===== src/design/max_min_spacing_search_core_macros.svh =====
// Assertion macros shared by the max/min spacing search core.
// No dependencies; included by the top level only.
`ifndef MAX_MIN_SPACING_SEARCH_CORE_MACROS_SVH
`define MAX_MIN_SPACING_SEARCH_CORE_MACROS_SVH

// antecedent implies consequent in the same cycle
`define MMSS_ASSERT_IMPLY(name, clk_s, rst_s, ante, cons) \
    name: assert property (@(posedge clk_s) disable iff (!rst_s) (ante) |-> (cons)) \
        else $error("mmss assertion failed");

// antecedent implies consequent in the next cycle
`define MMSS_ASSERT_NEXT(name, clk_s, rst_s, ante, cons) \
    name: assert property (@(posedge clk_s) disable iff (!rst_s) (ante) |=> (cons)) \
        else $error("mmss assertion failed");

`endif


===== src/design/mmss_pkg.sv =====
// Package for the max/min spacing search core: sizes, read select codes,
// and the command/status structs between controller and datapath.
package mmss_pkg;

    localparam int MAX_POINTS = 64;
    localparam int POS_W      = 16;
    localparam int ADDR_W     = $clog2(MAX_POINTS);
    localparam int CNT_W      = ADDR_W + 1;
    localparam int PICK_W     = 7;
    localparam logic [PICK_W-1:0] PICK_RESET = PICK_W'(2);

    typedef enum logic [1:0] {
        RD_ZERO = 2'd0,
        RD_IDX  = 2'd1,
        RD_LAST = 2'd2
    } rd_sel_t;

    typedef struct packed {
        logic    load;
        logic    sort_init;
        rd_sel_t rd_sel;
        logic    carry_load;
        logic    cmp_wr;
        logic    pass_end;
        logic    srch_init;
        logic    hi_load;
        logic    mid_load;
        logic    prev_load;
        logic    scan_cmp;
        logic    take_pass;
        logic    take_fail;
        logic    emit;
    } cmd_t;

    typedef struct packed {
        logic sort_done;
        logic pass_last;
        logic lo_gt_hi;
        logic need_le1;
        logic single;
        logic enough;
        logic mid_zero;
    } sts_t;

endpackage


===== src/design/mmss_ctrl.sv =====
// Controller for the max/min spacing search core: sequences load, bubble
// sort passes and the binary search over gaps. Depends on mmss_pkg.
module mmss_ctrl (
    input  logic           clk,
    input  logic           rst_n,
    input  logic           in_fire,
    input  logic           last,
    input  logic           slot_free,
    input  mmss_pkg::sts_t sts,
    output logic           idle,
    output mmss_pkg::cmd_t cmd
);
    import mmss_pkg::*;

    typedef enum logic [13:0] {
        S_IDLE      = 14'b00000000000001,
        S_PASS_INIT = 14'b00000000000010,
        S_CARRY     = 14'b00000000000100,
        S_RD        = 14'b00000000001000,
        S_CMP       = 14'b00000000010000,
        S_PASS_END  = 14'b00000000100000,
        S_SRCH_INIT = 14'b00000001000000,
        S_HI        = 14'b00000010000000,
        S_MID       = 14'b00000100000000,
        S_PREV      = 14'b00001000000000,
        S_SCAN_RD   = 14'b00010000000000,
        S_SCAN_CMP  = 14'b00100000000000,
        S_PASS      = 14'b01000000000000,
        S_FAIL      = 14'b10000000000000
    } state_t;

    state_t state_reg;
    state_t state_next;
    logic   done_reg;
    logic   done_next;

    always_ff @(posedge clk or negedge rst_n)
    begin
        if (!rst_n)
        begin
            state_reg <= S_IDLE;
            done_reg  <= 1'b0;
        end
        else
        begin
            state_reg <= state_next;
            done_reg  <= done_next;
        end
    end

    // done_reg marks the wait for a free output slot (search finished)
    always_comb
    begin
        state_next = state_reg;
        done_next  = done_reg;
        cmd        = '0;
        cmd.rd_sel = RD_ZERO;
        idle       = 1'b0;
        if (done_reg)
        begin
            if (slot_free)
            begin
                cmd.emit   = 1'b1;
                done_next  = 1'b0;
                state_next = S_IDLE;
            end
        end
        else
        begin
            case (state_reg)
                S_IDLE:
                begin
                    idle          = 1'b1;
                    cmd.sort_init = 1'b1;
                    cmd.load      = in_fire;
                    if (in_fire && last)
                        state_next = S_PASS_INIT;
                end
                S_PASS_INIT:
                begin
                    if (sts.sort_done)
                        state_next = S_SRCH_INIT;
                    else
                        state_next = S_CARRY;
                end
                S_CARRY:
                begin
                    cmd.carry_load = 1'b1;
                    state_next     = S_RD;
                end
                S_RD:
                begin
                    cmd.rd_sel = RD_IDX;
                    state_next = S_CMP;
                end
                S_CMP:
                begin
                    cmd.cmp_wr = 1'b1;
                    state_next = sts.pass_last ? S_PASS_END : S_RD;
                end
                S_PASS_END:
                begin
                    cmd.pass_end = 1'b1;
                    state_next   = S_PASS_INIT;
                end
                S_SRCH_INIT:
                begin
                    cmd.srch_init = 1'b1;
                    cmd.rd_sel    = RD_LAST;
                    state_next    = S_HI;
                end
                S_HI:
                begin
                    cmd.hi_load = 1'b1;
                    state_next  = S_MID;
                end
                S_MID:
                begin
                    if (sts.lo_gt_hi)
                        done_next = 1'b1;
                    else
                    begin
                        cmd.mid_load = 1'b1;
                        state_next   = S_PREV;
                    end
                end
                S_PREV:
                begin
                    cmd.prev_load = 1'b1;
                    if (sts.need_le1)
                        state_next = S_PASS;
                    else if (sts.single)
                        state_next = S_FAIL;
                    else
                        state_next = S_SCAN_RD;
                end
                S_SCAN_RD:
                begin
                    cmd.rd_sel = RD_IDX;
                    state_next = S_SCAN_CMP;
                end
                S_SCAN_CMP:
                begin
                    cmd.scan_cmp = 1'b1;
                    if (sts.enough)
                        state_next = S_PASS;
                    else if (sts.pass_last)
                        state_next = S_FAIL;
                    else
                        state_next = S_SCAN_RD;
                end
                S_PASS:
                begin
                    cmd.take_pass = 1'b1;
                    state_next    = S_MID;
                end
                S_FAIL:
                begin
                    if (sts.mid_zero)
                        done_next = 1'b1;
                    else
                    begin
                        cmd.take_fail = 1'b1;
                        state_next    = S_MID;
                    end
                end
                default:
                begin
                    state_next = S_IDLE;
                end
            endcase
        end
    end

endmodule


===== src/design/mmss_dpath.sv =====
// Datapath for the max/min spacing search core: point memory, sort carry,
// search bounds and greedy scan registers. Depends on mmss_pkg.
module mmss_dpath (
    input  logic                         clk,
    input  logic                         rst_n,
    input  mmss_pkg::cmd_t               cmd,
    input  logic [mmss_pkg::POS_W-1:0]   position,
    input  logic [mmss_pkg::PICK_W-1:0]  pick_count,
    output mmss_pkg::sts_t               sts,
    output logic [mmss_pkg::POS_W-1:0]   best_gap,
    output logic                         found,
    output logic                         overflow
);
    import mmss_pkg::*;

    logic [POS_W-1:0]  mem [MAX_POINTS];
    logic [POS_W-1:0]  rdata_reg;
    logic [ADDR_W-1:0] raddr;
    logic              we;
    logic [ADDR_W-1:0] waddr;
    logic [POS_W-1:0]  wdata;

    logic [CNT_W-1:0]  count_reg;
    logic              dropped_reg;
    logic [CNT_W-1:0]  pass_reg;
    logic [CNT_W-1:0]  idx_reg;
    logic [CNT_W-1:0]  picked_reg;
    logic              found_reg;

    logic [POS_W-1:0]  carry_reg;
    logic [POS_W-1:0]  prev_reg;
    logic [POS_W:0]    lo_reg;
    logic [POS_W:0]    hi_reg;
    logic [POS_W-1:0]  mid_reg;
    logic [POS_W-1:0]  best_reg;

    logic [POS_W+1:0]  mid_sum;
    logic [POS_W-1:0]  diff;
    logic              hit;
    logic              carry_gt;
    logic              has_room;

    assign has_room = count_reg < CNT_W'(MAX_POINTS);
    assign carry_gt = carry_reg > rdata_reg;
    assign diff     = rdata_reg - prev_reg;
    assign hit      = diff >= mid_reg;
    assign mid_sum  = {1'b0, lo_reg} + {1'b0, hi_reg};

    always_comb
    begin
        case (cmd.rd_sel)
            RD_ZERO: raddr = '0;
            RD_IDX:  raddr = idx_reg[ADDR_W-1:0];
            RD_LAST: raddr = ADDR_W'(count_reg - CNT_W'(1));
            default: raddr = '0;
        endcase
    end

    always_comb
    begin
        we    = 1'b0;
        waddr = count_reg[ADDR_W-1:0];
        wdata = position;
        if (cmd.load && has_room)
            we = 1'b1;
        else if (cmd.cmp_wr)
        begin
            we    = 1'b1;
            waddr = ADDR_W'(idx_reg - CNT_W'(1));
            wdata = carry_gt ? rdata_reg : carry_reg;
        end
        else if (cmd.pass_end)
        begin
            we    = 1'b1;
            waddr = ADDR_W'(count_reg - CNT_W'(1));
            wdata = carry_reg;
        end
    end

    always_ff @(posedge clk)
    begin
        if (we)
            mem[waddr] <= wdata;
        rdata_reg <= mem[raddr];
    end

    always_ff @(posedge clk or negedge rst_n)
    begin
        if (!rst_n)
        begin
            count_reg   <= '0;
            dropped_reg <= 1'b0;
            pass_reg    <= '0;
            idx_reg     <= '0;
            picked_reg  <= '0;
            found_reg   <= 1'b0;
        end
        else
        begin
            if (cmd.emit)
            begin
                count_reg   <= '0;
                dropped_reg <= 1'b0;
            end
            else if (cmd.load)
            begin
                if (has_room)
                    count_reg <= count_reg + CNT_W'(1);
                else
                    dropped_reg <= 1'b1;
            end
            if (cmd.sort_init)
                pass_reg <= '0;
            else if (cmd.pass_end)
                pass_reg <= pass_reg + CNT_W'(1);
            if (cmd.carry_load || cmd.prev_load)
                idx_reg <= CNT_W'(1);
            else if (cmd.cmp_wr || cmd.scan_cmp)
                idx_reg <= idx_reg + CNT_W'(1);
            if (cmd.prev_load)
                picked_reg <= CNT_W'(1);
            else if (cmd.scan_cmp && hit)
                picked_reg <= picked_reg + CNT_W'(1);
            if (cmd.srch_init)
                found_reg <= 1'b0;
            else if (cmd.take_pass)
                found_reg <= 1'b1;
        end
    end

    always_ff @(posedge clk)
    begin
        if (cmd.carry_load || (cmd.cmp_wr && !carry_gt))
            carry_reg <= rdata_reg;
        if (cmd.prev_load || (cmd.scan_cmp && hit))
            prev_reg <= rdata_reg;
        if (cmd.srch_init)
        begin
            lo_reg   <= '0;
            best_reg <= '0;
        end
        else if (cmd.take_pass)
        begin
            lo_reg   <= {1'b0, mid_reg} + (POS_W+1)'(1);
            best_reg <= mid_reg;
        end
        if (cmd.hi_load)
            hi_reg <= {1'b0, rdata_reg};
        else if (cmd.take_fail)
            hi_reg <= {1'b0, mid_reg} - (POS_W+1)'(1);
        if (cmd.mid_load)
            mid_reg <= mid_sum[POS_W:1];
    end

    assign sts.sort_done = ({1'b0, pass_reg} + (CNT_W+1)'(1)) == {1'b0, count_reg};
    assign sts.pass_last = ({1'b0, idx_reg} + (CNT_W+1)'(1)) == {1'b0, count_reg};
    assign sts.lo_gt_hi  = lo_reg > hi_reg;
    assign sts.need_le1  = pick_count <= PICK_W'(1);
    assign sts.single    = count_reg == CNT_W'(1);
    assign sts.enough    = hit
                           && (({1'b0, picked_reg} + (CNT_W+1)'(1)) >= (CNT_W+1)'(pick_count));
    assign sts.mid_zero  = mid_reg == '0;

    assign best_gap = found_reg ? best_reg : '0;
    assign found    = found_reg;
    assign overflow = dropped_reg;

endmodule


===== src/design/max_min_spacing_search_core.sv =====
// Top level of the max/min spacing search core: handshakes, pick_count
// register and result register. Uses mmss_pkg, mmss_ctrl and mmss_dpath.
//
//  channel  signals                          direction
//  in       in_valid/in_stall position last  beat in, stall driven here
//  out      out_valid/out_stall best_gap...  beat out, stall from sink
//  cfg      cfg_valid/cfg_ready cfg_data     pick_count write
//
// Positions load one per cycle while the core is idle. After the last beat
// the input stalls for n-1 bubble passes and then at most 17 gap probes,
// all of them bound by the single point memory port.
// The result waits in an output register; the next set may load meanwhile.
// Async active-low reset; pick_count resets to 2.
`include "max_min_spacing_search_core_macros.svh"

module max_min_spacing_search_core (
    input  logic                         clk,
    input  logic                         rst_n,
    input  logic                         in_valid,
    output logic                         in_stall,
    input  logic [mmss_pkg::POS_W-1:0]   position,
    input  logic                         last,
    output logic                         out_valid,
    input  logic                         out_stall,
    output logic [mmss_pkg::POS_W-1:0]   best_gap,
    output logic                         found,
    output logic                         overflow,
    input  logic                         cfg_valid,
    output logic                         cfg_ready,
    input  logic [mmss_pkg::PICK_W-1:0]  cfg_data
);
    import mmss_pkg::*;

    cmd_t              cmd;
    sts_t              sts;
    logic              idle;
    logic              in_fire;
    logic              slot_free;
    logic [PICK_W-1:0] pick_reg;
    logic              out_valid_reg;
    logic [POS_W-1:0]  best_gap_reg;
    logic              found_reg;
    logic              overflow_reg;
    logic [POS_W-1:0]  dp_gap;
    logic              dp_found;
    logic              dp_overflow;

    assign in_stall  = !idle;
    assign in_fire   = in_valid && idle;
    assign slot_free = !out_valid_reg || !out_stall;
    assign cfg_ready = 1'b1;

    mmss_ctrl u_ctrl (
        .clk       (clk),
        .rst_n     (rst_n),
        .in_fire   (in_fire),
        .last      (last),
        .slot_free (slot_free),
        .sts       (sts),
        .idle      (idle),
        .cmd       (cmd)
    );

    mmss_dpath u_dpath (
        .clk        (clk),
        .rst_n      (rst_n),
        .cmd        (cmd),
        .position   (position),
        .pick_count (pick_reg),
        .sts        (sts),
        .best_gap   (dp_gap),
        .found      (dp_found),
        .overflow   (dp_overflow)
    );

    always_ff @(posedge clk or negedge rst_n)
    begin
        if (!rst_n)
        begin
            pick_reg      <= PICK_RESET;
            out_valid_reg <= 1'b0;
        end
        else
        begin
            if (cfg_valid && cfg_ready)
                pick_reg <= cfg_data;
            if (cmd.emit)
                out_valid_reg <= 1'b1;
            else if (!out_stall)
                out_valid_reg <= 1'b0;
        end
    end

    always_ff @(posedge clk)
    begin
        if (cmd.emit)
        begin
            best_gap_reg <= dp_gap;
            found_reg    <= dp_found;
            overflow_reg <= dp_overflow;
        end
    end

    assign out_valid = out_valid_reg;
    assign best_gap  = best_gap_reg;
    assign found     = found_reg;
    assign overflow  = overflow_reg;

    `MMSS_ASSERT_IMPLY(a_emit_slot_free, clk, rst_n, cmd.emit, (!out_valid_reg || !out_stall))
    `MMSS_ASSERT_IMPLY(a_no_gap_unfound, clk, rst_n, (out_valid && !found), (best_gap == '0))
    `MMSS_ASSERT_NEXT(a_stall_after_last, clk, rst_n, (in_valid && !in_stall && last), in_stall)

endmodule


===== config.mk =====
export PLATFORM = sky130hd
export DESIGN_NAME = max_min_spacing_search_core
export DESIGN_NICKNAME = d
export VERILOG_FILES = /design/src/design/mmss_pkg.sv /design/src/design/mmss_ctrl.sv /design/src/design/mmss_dpath.sv /design/src/design/max_min_spacing_search_core.sv
export VERILOG_INCLUDE_DIRS = /design/src /design/src/design
export SDC_FILE = /design/constraint.sdc
export NUM_CORES = 2
export LEC_CHECK = 0
export BUFFER_PORTS_ARGS = -buffer_cell sky130_fd_sc_hd__buf_2
export CAP_MARGIN = 20
export CORE_ASPECT_RATIO = 1.4
export CORE_UTILIZATION = 50
export CTS_BUF_LIST = sky130_fd_sc_hd__clkbuf_4 sky130_fd_sc_hd__clkbuf_8 sky130_fd_sc_hd__clkbuf_16
export DETAILED_ROUTE_END_ITERATION = 8
export HOLD_SLACK_MARGIN = 0.06
export PLACE_DENSITY_LB_ADDON = 0.08
export SYNTH_ARGS = -nofsm -noshare
export SYNTH_HDL_FRONTEND = slang
export SYNTH_SLANG_ARGS = --single-unit

===== constraint.sdc =====
create_clock -name clk -period 9 [get_ports clk]
set_input_delay 1.8 -clock clk [delete_from_list [all_inputs] [get_ports clk]]
set_output_delay 1.8 -clock clk [all_outputs]
set_load 0.1 [all_outputs]

==> out/metrics.cfg <==
[sta]
finClkSkew_ns = 0.0390
fin_crit_sh_pct = 70.0
finalSetupViolations = 0
report.final.slew_viol_count = 0
setup_ws_ns = 2.70
hold_slack_ns = 0.449
max_slew_margin_pct = 20.6
fin_crit_ns = 6.30
hold_viol = 0
rsz0062_at_grt = no
fmax_mhz = 159
tns_ns = 0
worstMarginPinSlew_ns = 1.18

[logic_synthesis]
synth_top_area_share_pct = 63.4
ys_top_cells_by_area = edfxtp_1, nand2_1, dfrtp_1
synthCells = 4196
async_flop_share_pct = 4.38
synthFlopType = edfxtp_1
seq_area_frac_synth_pct = 67.8
yosysTopAreaCell = edfxtp_1
avgSynthCellArea_um2 = 12.5
synth_nets = 4326
synth_edf_count = 1106
ys.warnings.count = 0
synth_area_mm2 = 0.0524
ys_types = 96
ys_ff_latch = 1209

[cells_and_area]
drive_gt1_share_pct = 11.0
largest_register_ffs = 1024
stdcell_area_mm2 = 0.0583
area_delta_synth_final_pct = 11.3
multi_input_area_mm2 = 0.0155
nFillCells = 8619
fin_util_pct = 56.1
nets = 4366
regArea_mm2 = 0.0355
fin_cells = 5683

[worst_setup_path]
crit_family = simple AND/OR/NAND/NOR gates
crit_path_frequent_cell = nor3_1
end_kind = flop
crit_path_top_delay_cell = nor4_1
critPathArrivalTime_ns = 6.85
crit_type = flop to flop
crit_fanout = 71
slowest_delay_ns = 1.02
crit_chain = nor3_1 > and3_1 > and4_1 > buf_4 > ha_1 > nor2b_1 > nor2_4 > nor2_4 > buf_12 > nand3_1 > a32oi_1 > nor3_1 > nor4_1 > nor3_1
critPathBufInv = 2
worst_ep_required_time_ns = 9.56
cp-start-kind = flop

[route]
first_pass_iters = 5
drt-initial-drc-count = 3378
route.detailed.drc = 0
vias = 34900
wl_um = 160000
antenna_left = 0
wire_per_inst_um = 28.1
via_per_inst = 6.13

[grt]
grt.overflow.total = 0
grt_max_degree = 137
gr-usage-all-layers_pct = 30.2
first_global_vias = 34000
grt_pass1_wl_um = 230000
antenna_found_initial = 3

[clock_network]
cts_root_buffer = clkbuf_16
postCtsSetupBuffers = 0
ctsResizeCount = 0
insertion_delay_ns = 0.75
cts.sinks = 1209
cts_buffer_depth = 3
cts_tree = built
clkTransAtPathRegs_ns = 0.07
numCtsBuffers = 114
cts_hold_buffers = 0
htreeDepth = 3

[placement]
gp_congestion = 0.868
dpl_cell_area_mm2 = 0.0544
pre_cts_ws_ns = 2.78
place.port_buffers = 48
place_hpwl_um = 98500
place_inst = 5468

[die]
die_area_mm2 = 0.106
dieWidth_um = 276
dieHeight_um = 385
ios = 50
start_util_pct = 50.4
core_area_mm2 = 0.104
rows = 140

[worst_hold_path]
holdCritPathClass = flop to flop

[power_and_ir_drop]
p_sw_mw = 2.83
power_frac_seq_pct = 52.2
pwr-share-clk_pct = 40.9
power.total_mw = 12.1
combPwrFrac_pct = 6.8
vdd_drop_max_v = 0.000184
internal-power_mw = 9.32
leakage_nw = 20.9
swShare_pct = 23.3
power_density_mw_per_mm2 = 208

[run_status]
status = finished clean

[flow_run]
drv_cap = 0

cell usage in the layout (no fill, tap or decap), types with 58 or more instances in the layout:
cell       synthesis  final
clkbuf_16          0    117
buf_4              6    128
xnor2_1           58     58
and3_1            82     82
ha_1              99     98
nor2_1           220    216
inv_1             99     99
nor3_1            73     72
nand3_1          176    176
o21ai_0          152    151
nand2_1          819    817
edfxtp_1        1106   1106
a21oi_1          149    149
mux2i_1           65     65
a31oi_1          113    112
final cells by class:
cell class                      instances  share of cell area, %
Multi-Input combinational cell       2626                   26.6
Inverter                              102                  0.657
Sequential cell                      1209                   61.0
Tap cell                             1349                   2.90
Clock inverter                         65                   1.12
Clock buffer                          148                   5.49
Antenna cell                            1                0.00429
Timing Repair Buffer                  183                   2.27
cell families after synthesis:
family | synth area share, %
other | 0.00716
XOR/XNOR | 1.65
flip-flops | 67.8
multiplexers | 1.78
buffers and inverters | 2.87
AND/OR/NAND/NOR | 13.5
adder cells (fa/ha/maj) | 2.44
AO/OA/AOI/OAI | 9.93
cells in the mapped netlist (all sizes together) (6+ instances only):
cell type,n
and3,83
mux2i,65
a311oi,31
a21o,23
a32o,8
dfrtp,51
a31oi,113
or3,26
o21bai,9
a2111oi,9
a21boi,6
clkbuf,142
o221ai,12
nor2b,19
ha,99
o2bb2ai,7
a22oi,16
mux4,10
o22ai,19
o211ai,24
nor4,26
nand2,819
and4,6
o21ai,160
nand2b,17
o211a,7
nor2,229
a221oi,20
o221a,18
or2,22
inv,99
xor2,41
and2,24
nand3,177
buf,117
edfxtp,1106
a21oi,150
nand4,31
dfxtp,50
nor3,76
xnor2,58
a211oi,52
o311ai,13
a32oi,22
a22o,12
power by group through the flow:
stage / clock [mW] / combinational (mW) / sequential (mW)
6_report: 4.97 / 0.831 / 6.34
5_1_grt: 5.24 / 0.898 / 6.35
4_1_cts: 5.02 / 0.833 / 6.34
3_5_place_dp: 0 / 0.829 / 6.46
3_3_place_gp: 0 / 0.821 / 6.46
2_1_floorplan: 0 / 0.577 / 6.39
worst paths after layout:
kind / start / endpoint / slack [ns] / cells past startpoint
worst max-delay path: u_ctrl.state_reg[1]$_DFFE_PN0P_ / u_dpath.rdata_reg[6]$_DFF_P_ / 2.70 / 14
max in group asynchronous: rst_n / u_dpath.idx_reg[3]$_DFFE_PN0P_ / 7.32 / 2
worst min register to register: u_dpath.best_reg[4]$_SDFFE_PP0P_ / u_dpath.best_reg[4]$_SDFFE_PP0P_ / 0.45 / 2
worst min-delay path: u_dpath.best_reg[4]$_SDFFE_PP0P_ / u_dpath.best_reg[4]$_SDFFE_PP0P_ / 0.45 / 2
worst max register to register: u_ctrl.state_reg[1]$_DFFE_PN0P_ / u_dpath.rdata_reg[6]$_DFF_P_ / 2.70 / 14
min in group asynchronous: rst_n / pick_reg[6]$_DFFE_PN0P_ / 1.21 / 2
worst min-delay path: cells and delay by family, from the launching register on:
family | cells | cell delay [ns]
AND/OR/NAND/NOR | 1 | 0.05
flip-flops | 1 | 0.31
AO/OA/AOI/OAI | 1 | 0.05
layer usage:
layer / routed length, um / up-vias / GRT usage, %
met1: 59300 / 17600 / 35.8
met4: 9100 / 4 / 16.5
met3: 9820 / 352 / 4.04
li1: - / 15600 / -
met2: 81500 / 1293 / 52.7
met5: 24 / - / 0
Power figures use the tool's default switching activity.
